## src/rtl/gbn_win_pkg.sv

```systemverilog
// Shared types and constants for the Go-Back-N sender window unit.
// No dependencies; imported by go_back_n_sender_window_unit.
package gbn_win_pkg;

   // Event codes carried by the kind field of an input transaction.
   localparam logic [1:0] KIND_START   = 2'd0;
   localparam logic [1:0] KIND_ACK     = 2'd1;
   localparam logic [1:0] KIND_TIMEOUT = 2'd2;

   // Configuration register indexes.
   localparam int          CSR_INDEX_W           = 3;
   localparam logic [2:0]  CSR_PACKET_TOTAL      = 3'd0;
   localparam logic [2:0]  CSR_INITIAL_THRESHOLD = 3'd1;
   localparam logic [2:0]  CSR_WINDOW_LIMIT      = 3'd2;
   localparam logic [2:0]  CSR_RETRY_LIMIT       = 3'd3;

   // Most result transactions released by one event.
   localparam int          MAX_RESULTS = 32;
   localparam int          COUNT_W     = $clog2(MAX_RESULTS + 1);

   typedef enum logic [1:0] {
      PH_IDLE    = 2'd0,
      PH_SENDING = 2'd1,
      PH_DONE    = 2'd2,
      PH_FAILED  = 2'd3
   } phase_type;

   typedef enum logic [2:0] {
      S_IDLE,
      S_DECODE,
      S_ACK_LO,
      S_ACK_HI,
      S_ACK_NTS,
      S_CNT_WIN,
      S_CNT_TOT,
      S_EMIT
   } state_type;

   // Operand pairs for the shared 33-bit subtractor.
   typedef enum logic [2:0] {
      ALU_ACK_BASE,
      ALU_ACK_TOTAL,
      ALU_ACK_NTS,
      ALU_NTS_BASE,
      ALU_TOTAL_NTS
   } alu_sel_type;

endpackage

```

## src/rtl/go_back_n_sender_window_unit.sv

```systemverilog
// Go-Back-N sender window with slow start congestion control.
// Depends on gbn_win_pkg (state, phase and operand-select types, codes).
//
//   channel | direction | handshake            | payload
//   --------+-----------+----------------------+-------------------------------------
//   req     | in        | req_valid/req_stall  | req_kind, req_ack_seq
//   rsp     | out       | rsp_valid/rsp_stall  | rsp_send_valid .. rsp_threshold_now
//   csr     | in        | csr_write            | csr_index, csr_wdata
//
// After the accepting edge an event passes through S_DECODE, then, for an ACK while
// sending, the ACK checks S_ACK_LO, S_ACK_HI and S_ACK_NTS (stopping after S_ACK_LO
// for an ACK below the base and after S_ACK_HI for one past the end; all three for
// one inside the window), then S_CNT_WIN and, while sending, S_CNT_TOT. In S_EMIT
// it emits one transaction per released sequence number, up to 32, or the single
// status transaction, and then returns to S_IDLE, where the next event is accepted.
// The sequencer runs every wide compare through one shared 33-bit subtractor.
// Reset is synchronous and active high; it loads the register defaults and idles.
// A stall on rsp holds the emitting sequencer; req is stalled while an event runs.

module go_back_n_sender_window_unit #(
   parameter int MAX_WINDOW = 32
) (
   input  logic                                clock,
   input  logic                                reset,
   // Event input channel.
   input  logic                                req_valid,
   output logic                                req_stall,
   input  logic [1:0]                          req_kind,
   input  logic [31:0]                         req_ack_seq,
   // Result channel.
   output logic                                rsp_valid,
   input  logic                                rsp_stall,
   output logic                                rsp_send_valid,
   output logic [31:0]                         rsp_send_seq,
   output logic                                rsp_last,
   output logic                                rsp_done_res,
   output logic                                rsp_failed,
   output logic [5:0]                          rsp_window_now,
   output logic [5:0]                          rsp_threshold_now,
   // Configuration write port.
   input  logic                                csr_write,
   input  logic [gbn_win_pkg::CSR_INDEX_W-1:0] csr_index,
   input  logic [31:0]                         csr_wdata
);
   import gbn_win_pkg::*;

   // Hardware ceiling on the window: the parameter, but never more than a
   // 6-bit window can hold.
   localparam int         CAP_HW     = (MAX_WINDOW > 63) ? 63 : MAX_WINDOW;
   localparam logic [5:0] CAP_HW_VAL = CAP_HW[5:0];

   // Configuration registers.
   logic [31:0] total_ff, total_in;
   logic [5:0]  init_thr_ff, init_thr_in;
   logic [5:0]  win_lim_ff, win_lim_in;
   logic [7:0]  retry_lim_ff, retry_lim_in;

   // Sequencer and event latch.
   state_type   state_ff, state_in;
   logic [1:0]  kind_ff, kind_in;
   logic [31:0] ack_ff, ack_in;

   // Window state.
   logic [31:0] base_ff, base_in;
   logic [31:0] nts_ff, nts_in;
   logic [5:0]  cwnd_ff, cwnd_in;
   logic [5:0]  ssth_ff, ssth_in;
   logic [8:0]  streak_ff, streak_in;
   phase_type   phase_ff, phase_in;

   // Scratch values carried between sequencer steps.
   logic [6:0]         acked_ff, acked_in;
   logic               done_hit_ff, done_hit_in;
   logic [6:0]         rem_win_ff, rem_win_in;
   logic [COUNT_W-1:0] count_ff, count_in;

   // Output register.
   logic        rsp_valid_ff, rsp_valid_in;
   logic        rsp_send_valid_ff, rsp_send_valid_in;
   logic [31:0] rsp_send_seq_ff, rsp_send_seq_in;
   logic        rsp_last_ff, rsp_last_in;
   logic        rsp_done_ff, rsp_done_in;
   logic        rsp_failed_ff, rsp_failed_in;
   logic [5:0]  rsp_win_ff, rsp_win_in;
   logic [5:0]  rsp_thr_ff, rsp_thr_in;

   // Shared arithmetic.
   alu_sel_type alu_sel;
   logic [31:0] alu_a, alu_b;
   logic [32:0] alu_diff;
   logic        alu_borrow;
   logic [31:0] inc_src, inc_out;

   logic        req_fire;
   logic        slot_free;
   logic        emit_fire;
   logic [5:0]  win_cap;

   assign req_stall = (state_ff != S_IDLE);
   assign req_fire  = req_valid && !req_stall;
   assign slot_free = !rsp_valid_ff || !rsp_stall;

   // Effective window cap: min(window_limit, hardware ceiling), at least one.
   always_comb begin
      win_cap = (win_lim_ff > CAP_HW_VAL) ? CAP_HW_VAL : win_lim_ff;
      if (win_cap == 6'd0) begin
         win_cap = 6'd1;
      end
   end

   // The one wide subtractor that the sequencer's compare steps share.
   always_comb begin
      unique case (alu_sel)
         ALU_ACK_BASE: begin
            alu_a = ack_ff;
            alu_b = base_ff;
         end
         ALU_ACK_TOTAL: begin
            alu_a = ack_ff;
            alu_b = total_ff;
         end
         ALU_ACK_NTS: begin
            alu_a = ack_ff;
            alu_b = nts_ff;
         end
         ALU_NTS_BASE: begin
            alu_a = nts_ff;
            alu_b = base_ff;
         end
         ALU_TOTAL_NTS: begin
            alu_a = total_ff;
            alu_b = nts_ff;
         end
         default: begin
            alu_a = ack_ff;
            alu_b = base_ff;
         end
      endcase
   end

   assign alu_diff   = {1'b0, alu_a} - {1'b0, alu_b};
   assign alu_borrow = alu_diff[32];

   // One incrementer serves both the new base after an ACK and the send pointer.
   assign inc_src = (state_ff == S_EMIT) ? nts_ff : ack_ff;
   assign inc_out = inc_src + 32'd1;

   // Next state.
   always_comb begin
      state_in = state_ff;
      unique case (state_ff)
         S_IDLE: begin
            if (req_fire) begin
               state_in = S_DECODE;
            end
         end
         S_DECODE: begin
            if (kind_ff == KIND_ACK && phase_ff == PH_SENDING) begin
               state_in = S_ACK_LO;
            end else begin
               state_in = S_CNT_WIN;
            end
         end
         S_ACK_LO: begin
            state_in = alu_borrow ? S_CNT_WIN : S_ACK_HI;
         end
         S_ACK_HI: begin
            state_in = alu_borrow ? S_ACK_NTS : S_CNT_WIN;
         end
         S_ACK_NTS: begin
            state_in = S_CNT_WIN;
         end
         S_CNT_WIN: begin
            state_in = (phase_ff == PH_SENDING) ? S_CNT_TOT : S_EMIT;
         end
         S_CNT_TOT: begin
            state_in = S_EMIT;
         end
         S_EMIT: begin
            if (slot_free && count_ff <= COUNT_W'(1)) begin
               state_in = S_IDLE;
            end
         end
         default: begin
            state_in = S_IDLE;
         end
      endcase
   end

   // Sequencer outputs: subtractor operands and the result load strobe.
   always_comb begin
      alu_sel   = ALU_ACK_BASE;
      emit_fire = 1'b0;
      unique case (state_ff)
         S_ACK_LO:  alu_sel = ALU_ACK_BASE;
         S_ACK_HI:  alu_sel = ALU_ACK_TOTAL;
         S_ACK_NTS: alu_sel = ALU_ACK_NTS;
         S_CNT_WIN: alu_sel = ALU_NTS_BASE;
         S_CNT_TOT: alu_sel = ALU_TOTAL_NTS;
         S_EMIT:    emit_fire = slot_free;
         default:   alu_sel = ALU_ACK_BASE;
      endcase
   end

   // Datapath.
   always_comb begin
      logic [7:0] grown;
      logic [5:0] half;
      logic [8:0] streak_inc;
      logic [6:0] rem_tot;
      logic [6:0] cnt;

      total_in     = total_ff;
      init_thr_in  = init_thr_ff;
      win_lim_in   = win_lim_ff;
      retry_lim_in = retry_lim_ff;
      kind_in      = kind_ff;
      ack_in       = ack_ff;
      base_in      = base_ff;
      nts_in       = nts_ff;
      cwnd_in      = cwnd_ff;
      ssth_in      = ssth_ff;
      streak_in    = streak_ff;
      phase_in     = phase_ff;
      acked_in     = acked_ff;
      done_hit_in  = done_hit_ff;
      rem_win_in   = rem_win_ff;
      count_in     = count_ff;

      rsp_valid_in      = rsp_valid_ff && rsp_stall;
      rsp_send_valid_in = rsp_send_valid_ff;
      rsp_send_seq_in   = rsp_send_seq_ff;
      rsp_last_in       = rsp_last_ff;
      rsp_done_in       = rsp_done_ff;
      rsp_failed_in     = rsp_failed_ff;
      rsp_win_in        = rsp_win_ff;
      rsp_thr_in        = rsp_thr_ff;

      grown      = 8'd0;
      half       = cwnd_ff >> 1;
      streak_inc = streak_ff + 9'd1;
      rem_tot    = 7'd0;
      cnt        = 7'd0;

      if (csr_write) begin
         unique case (csr_index)
            CSR_PACKET_TOTAL:      total_in     = csr_wdata;
            CSR_INITIAL_THRESHOLD: init_thr_in  = csr_wdata[5:0];
            CSR_WINDOW_LIMIT:      win_lim_in   = csr_wdata[5:0];
            CSR_RETRY_LIMIT:       retry_lim_in = csr_wdata[7:0];
            default:               total_in     = total_ff;
         endcase
      end

      unique case (state_ff)
         S_IDLE: begin
            if (req_fire) begin
               kind_in = req_kind;
               ack_in  = req_ack_seq;
            end
         end
         S_DECODE: begin
            if (kind_ff == KIND_START) begin
               base_in   = 32'd0;
               nts_in    = 32'd0;
               cwnd_in   = 6'd1;
               ssth_in   = (init_thr_ff != 6'd0) ? init_thr_ff : 6'd1;
               streak_in = 9'd0;
               phase_in  = (total_ff == 32'd0) ? PH_DONE : PH_SENDING;
            end else if (kind_ff == KIND_TIMEOUT && phase_ff == PH_SENDING) begin
               ssth_in   = (half != 6'd0) ? half : 6'd1;
               cwnd_in   = 6'd1;
               streak_in = streak_inc;
               if (streak_inc > {1'b0, retry_lim_ff}) begin
                  phase_in = PH_FAILED;
               end else begin
                  nts_in = base_ff;
               end
            end
         end
         S_ACK_LO: begin
            // Packets covered by this ACK, saturated at 64, above any window.
            acked_in = (alu_diff[31:6] != 26'd0) ? 7'd64 : ({1'b0, alu_diff[5:0]} + 7'd1);
         end
         S_ACK_HI: begin
            // ack + 1 == total: the last packet is now acknowledged.
            done_hit_in = (alu_diff == {33{1'b1}});
         end
         S_ACK_NTS: begin
            base_in   = inc_out;
            streak_in = 9'd0;
            // Send pointer at or below the ACK jumps past it.
            if (!alu_borrow) begin
               nts_in = inc_out;
            end
            if (cwnd_ff < ssth_ff) begin
               grown = {2'b00, cwnd_ff} + {1'b0, acked_ff};
            end else begin
               grown = {2'b00, cwnd_ff} + 8'd1;
            end
            cwnd_in = (grown > {2'b00, win_cap}) ? win_cap : grown[5:0];
            if (done_hit_ff) begin
               phase_in = PH_DONE;
            end
         end
         S_CNT_WIN: begin
            // Room left in the window: cwnd minus packets already in flight.
            if (alu_diff[32:6] != 27'd0 || alu_diff[5:0] >= cwnd_ff) begin
               rem_win_in = 7'd0;
            end else begin
               rem_win_in = {1'b0, cwnd_ff - alu_diff[5:0]};
            end
            if (phase_ff != PH_SENDING) begin
               count_in = '0;
            end
         end
         S_CNT_TOT: begin
            if (alu_borrow) begin
               rem_tot = 7'd0;
            end else if (alu_diff[31:6] != 26'd0) begin
               rem_tot = 7'd64;
            end else begin
               rem_tot = {1'b0, alu_diff[5:0]};
            end
            cnt = (rem_win_ff < rem_tot) ? rem_win_ff : rem_tot;
            if (cnt > 7'(MAX_RESULTS)) begin
               cnt = 7'(MAX_RESULTS);
            end
            count_in = cnt[COUNT_W-1:0];
         end
         S_EMIT: begin
            if (emit_fire) begin
               rsp_valid_in  = 1'b1;
               rsp_done_in   = (phase_ff == PH_DONE);
               rsp_failed_in = (phase_ff == PH_FAILED);
               rsp_win_in    = cwnd_ff;
               rsp_thr_in    = ssth_ff;
               if (count_ff == '0) begin
                  rsp_send_valid_in = 1'b0;
                  rsp_send_seq_in   = 32'd0;
                  rsp_last_in       = 1'b1;
               end else begin
                  rsp_send_valid_in = 1'b1;
                  rsp_send_seq_in   = nts_ff;
                  rsp_last_in       = (count_ff == COUNT_W'(1));
                  nts_in            = inc_out;
                  count_in          = count_ff - COUNT_W'(1);
               end
            end
         end
         default: begin
            count_in = count_ff;
         end
      endcase
   end

   // Control state and configuration.
   always_ff @(posedge clock) begin
      if (reset) begin
         state_ff     <= S_IDLE;
         total_ff     <= 32'd1;
         init_thr_ff  <= 6'd16;
         win_lim_ff   <= 6'd32;
         retry_lim_ff <= 8'd10;
         base_ff      <= 32'd0;
         nts_ff       <= 32'd0;
         cwnd_ff      <= 6'd1;
         ssth_ff      <= 6'd16;
         streak_ff    <= 9'd0;
         phase_ff     <= PH_IDLE;
         count_ff     <= '0;
         rsp_valid_ff <= 1'b0;
      end else begin
         state_ff     <= state_in;
         total_ff     <= total_in;
         init_thr_ff  <= init_thr_in;
         win_lim_ff   <= win_lim_in;
         retry_lim_ff <= retry_lim_in;
         base_ff      <= base_in;
         nts_ff       <= nts_in;
         cwnd_ff      <= cwnd_in;
         ssth_ff      <= ssth_in;
         streak_ff    <= streak_in;
         phase_ff     <= phase_in;
         count_ff     <= count_in;
         rsp_valid_ff <= rsp_valid_in;
      end
   end

   // Payload and scratch registers.
   always_ff @(posedge clock) begin
      kind_ff           <= kind_in;
      ack_ff            <= ack_in;
      acked_ff          <= acked_in;
      done_hit_ff       <= done_hit_in;
      rem_win_ff        <= rem_win_in;
      rsp_send_valid_ff <= rsp_send_valid_in;
      rsp_send_seq_ff   <= rsp_send_seq_in;
      rsp_last_ff       <= rsp_last_in;
      rsp_done_ff       <= rsp_done_in;
      rsp_failed_ff     <= rsp_failed_in;
      rsp_win_ff        <= rsp_win_in;
      rsp_thr_ff        <= rsp_thr_in;
   end

   assign rsp_valid         = rsp_valid_ff;
   assign rsp_send_valid    = rsp_send_valid_ff;
   assign rsp_send_seq      = rsp_send_seq_ff;
   assign rsp_last          = rsp_last_ff;
   assign rsp_done_res      = rsp_done_ff;
   assign rsp_failed        = rsp_failed_ff;
   assign rsp_window_now    = rsp_win_ff;
   assign rsp_threshold_now = rsp_thr_ff;

   // The send pointer never falls behind the window base.
   a_nts_ahead: assert property (@(posedge clock) disable iff (reset)
      nts_ff >= base_ff)
      else $error("send pointer behind window base");

   // The congestion window is never empty.
   a_cwnd_nonzero: assert property (@(posedge clock) disable iff (reset)
      cwnd_ff != 6'd0)
      else $error("congestion window is zero");

   // A status transaction always closes its event.
   a_status_last: assert property (@(posedge clock) disable iff (reset)
      rsp_valid_ff && !rsp_send_valid_ff |-> rsp_last_ff)
      else $error("status transaction without last");

   // The burst count never exceeds one event's limit.
   a_count_bound: assert property (@(posedge clock) disable iff (reset)
      count_ff <= COUNT_W'(MAX_RESULTS))
      else $error("burst count out of range");

   // Leaving the emit step happens only on the transaction flagged last.
   a_emit_end: assert property (@(posedge clock) disable iff (reset)
      state_ff == S_EMIT && state_in == S_IDLE |=> rsp_valid_ff && rsp_last_ff)
      else $error("event ended without a last transaction");

endmodule
```

## config.mk

```make
export PLATFORM = sky130hd
export DESIGN_NAME = go_back_n_sender_window_unit
export DESIGN_NICKNAME = d
export VERILOG_FILES = /design/src/rtl/gbn_win_pkg.sv /design/src/rtl/go_back_n_sender_window_unit.sv
export SDC_FILE = /design/constraint.sdc
export NUM_CORES = 1
export LEC_CHECK = 0
export BUFFER_PORTS_ARGS = -buffer_cell sky130_fd_sc_hd__buf_2
export CAP_MARGIN = 30
export CORE_ASPECT_RATIO = 1.75
export CORE_MARGIN = 8
export CORE_UTILIZATION = 60
export DETAILED_ROUTE_END_ITERATION = 10
export PLACE_DENSITY = 0.84
export RECOVER_POWER = 25
export SYNTH_ARGS = -nofsm -noshare
export SYNTH_HDL_FRONTEND = slang
export SYNTH_SLANG_ARGS = --single-unit
```

## constraint.sdc

```tcl
create_clock -name clock -period 13.3 [get_ports clock]
set_input_delay 1.995 -clock clock [delete_from_list [all_inputs] [get_ports clock]]
set_output_delay 1.995 -clock clock [all_outputs]
set_load 0.02 [all_outputs]
```

## After elaboration in Yosys (flattened, before gate mapping)

Index checks and enable logic that the tools add are counted.
Widths: inputs -> output; s select.

| storage, ports and cells | value |
|---|---|
| bits in registers | 246 |
| input bits | 74 |
| output and inout bits | 50 |

| cells by class | value |
|---|---|
| mux-type cells | 54 |
| $add $sub $neg | 8 |
| reductions and logical operators | 39 |
| equality and inequality tests | 33 |
| $lt $le $gt $ge | 8 |

Operator list:

| operator | number |
|---|---|
| $mux 32 | 8 |
| $pmux 32 s2 | 3 |
| $pmux 32 s3 | 1 |
| $mux 6 | 12 |
| $eq 33x33->1 const B | 1 |
| $sub 32x32->33 | 1 |
| $add 32x1->32 const B | 1 |
| $logic_not 32->1 | 1 |
| $mux 7 | 4 |
| $reduce_bool 27->1 | 1 |
| $reduce_bool 26->1 | 1 |
| $pmux 3 s8 | 1 |
| $reduce_and 2->1 | 10 |
| $eq 3x2->1 const B | 6 |
| $mux 9 | 2 |
| $pmux 6 s3 | 1 |
| $pmux 9 s2 | 1 |
| $mux 8 | 2 |
| $eq 3x3->1 const B | 5 |
| $add 6x1->7 const B | 2 |
| $ne 2x2->1 const B | 7 |
| $logic_not 6->1 | 2 |
| $mux 3 | 4 |
| $pmux 3 s4 | 1 |
| 34 further kinds | 64 |

## Longest topological paths before layout

Gate-level depths: netlist (run 1).

| depth | value |
|---|---|
| depth after elaboration | 15 |
| mapped depth | 29 |
| mapped depth without buffers | 27 |

## Worst setup path before layout (run 1)

No wires, ideal clock.

| path | value |
|---|---|
| kind | reg-to-reg |
| start point | register state_ff[0] |
| end point | register count_ff[2] |
| stages on the path, launching flop included | 28 |
| period minus slack after synthesis | 6.070 ns |
| arrival | 5.938 ns |
| data required time | 13.169 ns |
| setup slack | 7.230 ns |
| setup time | 0.131 ns |
| buffers on the path | 2 |
| path through | dfxtp_1 > clkbuf_1 > nor2_1 > nor2_1 > clkbuf_1 > o21ai_0 > ha_1 > fa_1 > nand2b_1 > a21oi_2 > nor2_1 > o21a_1 > o211a_1 > a211o_1 > or4_4 > nor2_1 > nand2_1 > nor2_1 > nand2_1 > ha_1 > o21a_1 > o2111ai_1 > o21ai_0 > nand2_1 > nor4_4 > mux2i_1 > a221oi_1 > nor3_1 |

| between the ends | value |
|---|---|
| longest elaborated chain between the ends | 15 |

RTL lines:

| element | RTL line | text |
|---|---|---|
| start, declared | go_back_n_sender_window_unit.sv:59 | `state_type state_ff, state_in;` |
| start signal, assigned | go_back_n_sender_window_unit.sv:374 | `state_ff <= state_in;` |
| $eq 3x3->1, or another cell as far along | go_back_n_sender_window_unit.sv:194, go_back_n_sender_window_unit.sv:255 |  |
| $pmux 3 s4 | go_back_n_sender_window_unit.sv:194 | `unique case (state_ff)` |
| $eq 3x3->1 or $eq 3x2->1 (tied branches) | go_back_n_sender_window_unit.sv:113 | `unique case (alu_sel)` |
| $reduce_or 2->1 (no line) | n/a |  |
| $pmux 32 s2 | go_back_n_sender_window_unit.sv:113 |  |
| $sub 32x32->33 | go_back_n_sender_window_unit.sv:141 | `assign alu_diff = {1'b0, alu_a} - {1'b0, alu_b};` |
| $reduce_bool 26->1 | go_back_n_sender_window_unit.sv:320 | `end else if (alu_diff[31:6] != 26'd0) begin` |
| $mux 7 | go_back_n_sender_window_unit.sv:320 |  |
| $mux 7 | go_back_n_sender_window_unit.sv:318 | `if (alu_borrow) begin` |
| $mux 7 | go_back_n_sender_window_unit.sv:255 | `unique case (state_ff)` |
| $lt 7x7->1 | go_back_n_sender_window_unit.sv:325 | `cnt = (rem_win_ff < rem_tot) ? rem_win_ff : rem_tot;` |
| $mux 7 | go_back_n_sender_window_unit.sv:325 |  |
| $gt 7x6->1 | go_back_n_sender_window_unit.sv:326 | `if (cnt > 7'(MAX_RESULTS)) begin` |
| $mux 6 | go_back_n_sender_window_unit.sv:326 |  |
| $pmux 6 s3 | go_back_n_sender_window_unit.sv:255 |  |
| end signal, assigned | go_back_n_sender_window_unit.sv:385 | `count_ff <= count_in;` |
| end, declared | go_back_n_sender_window_unit.sv:75 | `logic [COUNT_W-1:0] count_ff, count_in;` |

Parallel ways exist; a longest one is shown, timed or not. The select of a mux whose other input is x is not followed.
A chain may end at the register's enable or synchronous reset.

## Final worst setup path (run 1)

| path | value |
|---|---|
| start point | register state_ff[2] |
| end point | register count_ff[4] |

Same word-level chain as after synthesis.

==> flow_summary_export.csv, run 1 <==
group,metric,value,unit
outcome,outcome,"finished, violations left",
outcome,violations,"max-capacitance violations, max-slew violations",
hold_path,hold_depth,0,
placement,place_inst,2150,
synth,synth_cells,1799,
clock_network,postCtsSetupRepairBufs,0,
finish,drive_above_1_share,11.9,%
route,drc,0,
route,initialDrtViolationCount,1288,
synth,syn_avg_cell_area,8.49,sq um
hold_path,min_path_type,"flip-flop to flip-flop",
worst_setup_path,setup.worst_path.start_class,"flip-flop",
clock_network,path_clk_slew,0.07,ns
timing,timing.final.crit_share,66.3,%
floorplan,io_pins,124,
route,ant_nets,0,
synth,yosysUniqueCellTypes,79,
timing,final.setup.tns,0,ns
worst_setup_path,worstPathRequired,13.71,ns
synth,yosys-top-cells-area,"dfxtp_1, edfxtp_1, ha_1, nand2_1, a21oi_1",
timing,setup_viol,0,
worst_setup_path,endpoint_kind,"flip-flop",
placement,io_buffers,123,
worst_setup_path,timing.rr.end,"count_ff[4]$_SDFFE_PP0P_",
global_route,antenna_found_initial,0,
placement,placedInstanceArea,0.0161,sq mm
global_route,grt_pass1_wl,75500,microns
worst_setup_path,worst-r2r-setup-slack,4.48,ns
worst_setup_path,crit_path_max_fanout,47,
floorplan,die_w,137,microns
placement,hpwl,35800,microns
clock_network,ctsLongestPathBuffers,3,
route,wl_per_cell,22.1,microns
timing,finalClockSkew,0.0218,ns
route,vias,14378,
timing,fmax,0.113,GHz
synth,async_flop_share,0,%
timing,max_slew_margin,-50.0,%
clock_network,cts_buffers,24,
synth,netlist_area,0.0153,sq mm
timing,worst-slew-pin-transition,2.25,ns
clock_network,worstSkewPairLatency,0.55,ns
finish,fin_nets,2015,
hold_path,holdPathEnd,"rsp_threshold_now[2]$_DFFE_PP_",
synth,post-synth-top-count-cell,"nand2_1",
synth,synth_common_cells,"nand2_1, nor2_1, a21oi_1",
finish,fillerInstances,2064,
worst_setup_path,r2r_start,"state_ff[2]$_SDFFE_PP0P_",
finish,finish.instance_area,0.0168,sq mm
clock_network,cts_root_buf,"clkbuf_16",
synth,yosysSeqAreaShare,38.4,%
synth,synth_top_area_cell,"dfxtp_1",
hold_path,min_from,"ssth_ff[2]$_SDFFE_PP0P_",
worst_setup_path,critPathArrivalTime,9.23,ns
synth,syn_nets,1952,
synth,synth_edf_count,96,
route,routed_wl,48600,microns
finish,stdcell_count,2195,
global_route,grt_usage,31.0,%
clock_network,cts.sinks,245,
global_route,grt_pass1_vias,14670,
power_and_ir_drop,vdd_drop_max,0.132,mV
route,first_pass_iters,6,
finish,syn_to_final_growth,10.3,%
worst_setup_path,worst_r2r_path_depth,26,
synth,ys.flop_type,"dfxtp_1",
floorplan,die_h,227,microns
floorplan,rows,77,
run,maxCapViolCount,3,
timing,fin_crit,8.82,ns
placement,gp_congestion,1.03,
worst_setup_path,critical_path_class,"flip-flop to flip-flop",
synth,netlist.area_leader.share,19.5,%
power_and_ir_drop,power_density,162,mW/mm^2
route,post_drt_via_cell_ratio,6.55,
timing,whs,0.467,ns
finish,num_antenna_cells,0,
synth,ys_ff_latch,245,
global_route,grt_max_degree,86,
clock_network,hold_buffers,0,
timing,slew_viol_final,114,
clock_network,cts_tree,"built",
floorplan,initial_utilization,60.8,%
floorplan,core,0.0251,sq mm
clock_network,cts_max_level,1,
clock_network,cts_resized,0,
timing,rsz0062_at_grt,"false",
global_route,grt-ovfl-total,0,
timing,hold_violations,0,
floorplan,die_area,0.0310,sq mm
synth,yosys_warnings,0,
power_and_ir_drop,leakage,6.48,nW
-- cell usage in the layout (no fill, tap or decap), types with 14 or more instances in the layout --
cell,n
buf_2,119
edfxtp_1,96
xor2_1,39
o211ai_1,14
mux2i_1,51
ha_1,76
nor3_1,23
a311oi_1,32
o22ai_1,34
nand2b_1,14
a22oi_1,36
xnor2_1,44
dfxtp_1,149
clkbuf_16,24
o21ai_0,42
a21oi_1,165
and2_1,28
and2_0,16
nor2b_1,14
buf_4,16
nand2_1,228
nor2_1,207
and3_1,15
a21o_1,22
a22o_1,31
nand4_1,19
o21a_1,16
inv_1,42
nor4_1,17
nand3_1,72
-- cell type report --
cell class	count	area [sq um]	share of cell area, %
Clock buffer	29	649	3.86
Clock inverter	14	175	1.04
Inverter	42	158	0.936
Multi-Input combinational cell	1404	8820	52.3
Sequential cell	245	5870	34.8
Tap cell	316	395	2.35
Timing Repair Buffer	145	785	4.66
-- how the worst max path moves through the flow --
stage | start | end | slack (ns) | cells past startpoint
2_1_floorplan | state_ff[0]$_SDFFE_PP0P_ | count_ff[2]$_SDFFE_PP0P_ | 7.23 | 27
3_3_place_gp | state_ff[0]$_SDFFE_PP0P_ | count_ff[4]$_SDFFE_PP0P_ | 6.09 | 26
3_5_place_dp | state_ff[0]$_SDFFE_PP0P_ | count_ff[4]$_SDFFE_PP0P_ | 5.95 | 26
4_1_cts | state_ff[0]$_SDFFE_PP0P_ | count_ff[4]$_SDFFE_PP0P_ | 5.92 | 26
5_1_grt | state_ff[2]$_SDFFE_PP0P_ | count_ff[2]$_SDFFE_PP0P_ | 3.78 | 26
6_report | state_ff[2]$_SDFFE_PP0P_ | count_ff[4]$_SDFFE_PP0P_ | 4.48 | 26
-- worst max-delay path, stage by stage, from the launching register on --
cell and delay [ns]:
dfxtp_1 0.32, clkbuf_1 1.61, nor2_2 0.12, clkbuf_1 0.74, a22o_1 0.42, a21oi_1 0.13
ha_1 0.31, a21oi_1 0.19, a21boi_1 0.32, nand2b_1 0.19, nand3_1 0.15, a2111oi_0 0.64
o21ai_0 0.22, or4_4 0.50, nor2_1 0.19, nand2_1 0.19, nor2_1 0.33, nand2_1 0.10
ha_1 0.33, o21a_1 0.11, o2111ai_1 0.11, o21ai_0 0.28, nand2_1 0.14, nor4_4 0.44
mux2i_1 0.15, a222oi_1 0.33, nor2_1 0.06
-- routing by layer --
layer / GRT usage (%) / up-vias / wire, microns
met2: 56.9 / 671 / 25100
met1: 30.3 / 6801 / 16500
met5: 0 / - / 0
met3: 4.64 / 254 / 3040
li1: - / 6652 / -
met4: 24.3 / 0 / 3960
-- metrics by stage --
step / util, % / setup WS, ns / total power, mW
2_1_floorplan: - / 7.23 / 1.69
3_3_place_gp: 63.6 / 6.09 / 1.96
3_5_place_dp: 63.9 / 5.95 / 1.99
4_1_cts: 67.1 / 5.92 / 2.71
5_1_grt: 67.0 / 3.78 / 2.85
6_report: 67.0 / 4.48 / 2.72
-- sequential cells by signal (all words and copies together) (netlist names), 3 cells and up --
| signal | cells |
|---|---|
| rsp_window_now | 6 |
| rsp_send_seq | 32 |
| acked_ff | 7 |
| cwnd_ff | 6 |
| nts_ff | 32 |
| count_ff | 6 |
| total_ff | 32 |
| streak_ff | 9 |
| ack_ff | 32 |
| base_ff | 32 |
| state_ff | 3 |
| win_lim_ff | 6 |
| retry_lim_ff | 8 |
| rem_win_ff | 6 |
| rsp_threshold_now | 6 |
| ssth_ff | 6 |
| init_thr_ff | 6 |
-- power by group --
part | switching [mW] | internal, mW | total [mW] | leakage [nW]
clock | 0.308 | 0.411 | 0.719 | 0.412
sequential | 0.0924 | 0.846 | 0.939 | 2.07
combinational | 0.675 | 0.391 | 1.07 | 4.00
total | 1.08 | 1.65 | 2.72 | 6.48
-- cell families after synthesis --
family | count (synthesis) | share of synthesized area [%]
AO/OA/AOI/OAI | 476 | 20.6
XOR/XNOR | 83 | 4.76
adder cells (fa/ha/maj) | 79 | 6.62
buffers and inverters | 150 | 4.28
flip-flops | 245 | 38.4
multiplexers | 56 | 3.71
AND/OR/NAND/NOR | 710 | 21.6
(Power assumes the default switching activity.)
==> run 2: changes to the inputs <==
==> constraint.sdc (replaced) <==
create_clock -name clock -period 9.15 [get_ports clock]
set_input_delay 1.3725 -clock clock [delete_from_list [all_inputs] [get_ports clock]]
set_output_delay 1.3725 -clock clock [all_outputs]
set_load 0.02 [all_outputs]
==> run 2 against run 1 <==
Effect of this change: the run still ends with max-capacitance violations, max-slew violations left; critical path depth is 4 lower; register-to-register slack got worse by 2.9 ns; sequential share of layout area is essentially flat; worst setup slack worse by 2.9 ns; global-route usage barely moved; non-clock buffer count up 2; maximum frequency increased by 17%; largest cell class unchanged; largest power group unchanged.
==> flow_summary_export.csv, run 2 (synthesis results as in run 1) <==
group,metric,value,unit
finish,layout.cells.most_common,"nand2_1",
worst_setup_path,endpoint_kind,"flip-flop",
finish,drive_above_1_share,11.8,%
placement,hpwl,35400,microns
floorplan,core,0.0251,sq mm
worst_setup_path,worst-r2r-setup-slack,1.61,ns
hold_path,min_path_type,"flip-flop to flip-flop",
finish,num_antenna_cells,0,
route,wl_per_cell,22.2,microns
timing,max_slew_margin,-17.0,%
clock_network,cts_max_level,1,
finish,final_cell_mix,"nand2_1, nor2_1, a21oi_1",
finish,fillerInstances,2049,
worst_setup_path,setup.worst_path.start_class,"flip-flop",
global_route,grt_pass1_vias,14498,
floorplan,die_area,0.0310,sq mm
timing,fmax,0.133,GHz
finish,fin_nets,2016,
power_and_ir_drop,power_density,233,mW/mm^2
route,post_drt_via_cell_ratio,6.61,
timing,final.setup.tns,0,ns
global_route,grt_max_degree,84,
clock_network,postCtsSetupRepairBufs,0,
global_route,grt_usage,31.0,%
clock_network,path_clk_slew,0.07,ns
clock_network,cts_tree,"built",
timing,finalClockSkew,0.0330,ns
outcome,outcome,"finished, violations left",
power_and_ir_drop,leakage,6.47,nW
worst_setup_path,critical_path_class,"flip-flop to flip-flop",
global_route,grt-ovfl-total,0,
timing,rsz0062_at_grt,"false",
clock_network,cts.sinks,245,
floorplan,io_pins,124,
finish,syn_to_final_growth,10.3,%
timing,fin_crit,7.54,ns
finish,stdcell_count,2196,
timing,worst-slew-pin-transition,1.76,ns
clock_network,hold_buffers,0,
timing,slew_viol_final,64,
worst_setup_path,worstPathRequired,9.55,ns
worst_setup_path,critPathArrivalTime,7.94,ns
route,vias,14524,
clock_network,ctsLongestPathBuffers,3,
clock_network,cts_root_buf,"clkbuf_16",
outcome,violations,"max-capacitance violations, max-slew violations",
power_and_ir_drop,vdd_drop_max,0.219,mV
floorplan,initial_utilization,60.8,%
timing,timing.final.crit_share,82.4,%
global_route,grt_pass1_wl,75700,microns
route,first_pass_iters,6,
route,initialDrtViolationCount,1255,
run,maxCapViolCount,2,
route,ant_nets,0,
floorplan,die_h,227,microns
clock_network,worstSkewPairLatency,0.56,ns
placement,place_inst,2154,
floorplan,rows,77,
placement,gp_congestion,1.01,
clock_network,cts_resized,0,
placement,io_buffers,123,
timing,hold_violations,0,
timing,setup_viol,0,
global_route,antenna_found_initial,1,
route,drc,0,
clock_network,cts_buffers,23,
floorplan,die_w,137,microns
route,routed_wl,48800,microns
worst_setup_path,crit_path_max_fanout,30,
==> run 2: changes by cell type in the layout (fill, tap and decap cells not counted), moves of 2 or more <==
| cell | change |
|---|---|
| and2_1 | +7 |
| buf_2 | -2 |
| clkinvlp_4 | +3 |
| clkinv_1 | +4 |
| clkinv_2 | -3 |
| buf_4 | +3 |
| and2_0 | -7 |
==> run 2: worst max-delay path: stages, from the launching register on <==
cell	delay, ns
dfxtp_1	0.77
clkbuf_1	1.17
a21oi_1	0.18
ha_1	0.55
a211oi_1	0.26
o21ai_0	0.17
a21boi_2	0.33
a31oi_1	0.14
or3_2	0.45
a2111o_1	0.53
nor2_1	0.22
nand2_1	0.21
nor2_1	0.36
nand2_1	0.11
ha_1	0.32
o21a_1	0.12
o2111ai_1	0.12
o21ai_0	0.26
nand2_1	0.12
nor4_4	0.44
mux2i_1	0.17
a222oi_1	0.34
nor2_1	0.07
==> run 2: final cells by class <==
| cell class | count | area (sq um) | area share [%] |
|---|---|---|---|
| well taps | 316 | 395 | 2.35 |
| repair buffers | 147 | 817 | 4.85 |
| inverters | 42 | 158 | 0.936 |
| multi-input cells | 1404 | 8820 | 52.4 |
| flip-flops and latches | 245 | 5870 | 34.8 |
| clock buffers | 28 | 624 | 3.71 |
| clock inverters | 14 | 166 | 0.988 |
==> run 2: worst paths after layout <==
| check | from | end | cells past startpoint |
|---|---|---|---|
| hold reg to reg | retry_lim_ff[5]$_SDFFE_PP0P_ | retry_lim_ff[5]$_SDFFE_PP0P_ | 2 |
| hold / removal | retry_lim_ff[5]$_SDFFE_PP0P_ | retry_lim_ff[5]$_SDFFE_PP0P_ | 2 |
| setup reg to reg | state_ff[2]$_SDFFE_PP0P_ | count_ff[4]$_SDFFE_PP0P_ | 22 |
| setup / recovery | state_ff[2]$_SDFFE_PP0P_ | count_ff[4]$_SDFFE_PP0P_ | 22 |
==> run 2: where the power goes <==
part           internal, mW  switching [mW]
combinational         0.569           0.978
clock                 0.575           0.442
sequential             1.23           0.139
total                  2.37            1.56
==> run 2: per-layer routing <==
metal / vias to the layer above / GRT usage, % / share of wire (%)
li1: 6663 / - / -
met2: 773 / 57.3 / 52
met4: 0 / 21.9 / 7.4
met5: - / 0 / 0
met1: 6839 / 31.2 / 34
met3: 249 / 4.04 / 7.0
==> run 2: stage by stage <==
step / hold slack, ns / util, % / power [mW] / worst slack [ns] / area [sq um]
after floorplan: 0.431 / - / 2.46 / 3.08 / 15300
after global placement: 0.443 / 63.7 / 2.84 / 2.16 / 16000
after detailed placement: 0.447 / 64.0 / 2.89 / 1.96 / 16100
after CTS: 0.457 / 67.2 / 3.91 / 1.94 / 16900
after global routing: 0.473 / 67.0 / 4.12 / 1.03 / 16800
final: 0.455 / 67.0 / 3.93 / 1.61 / 16800
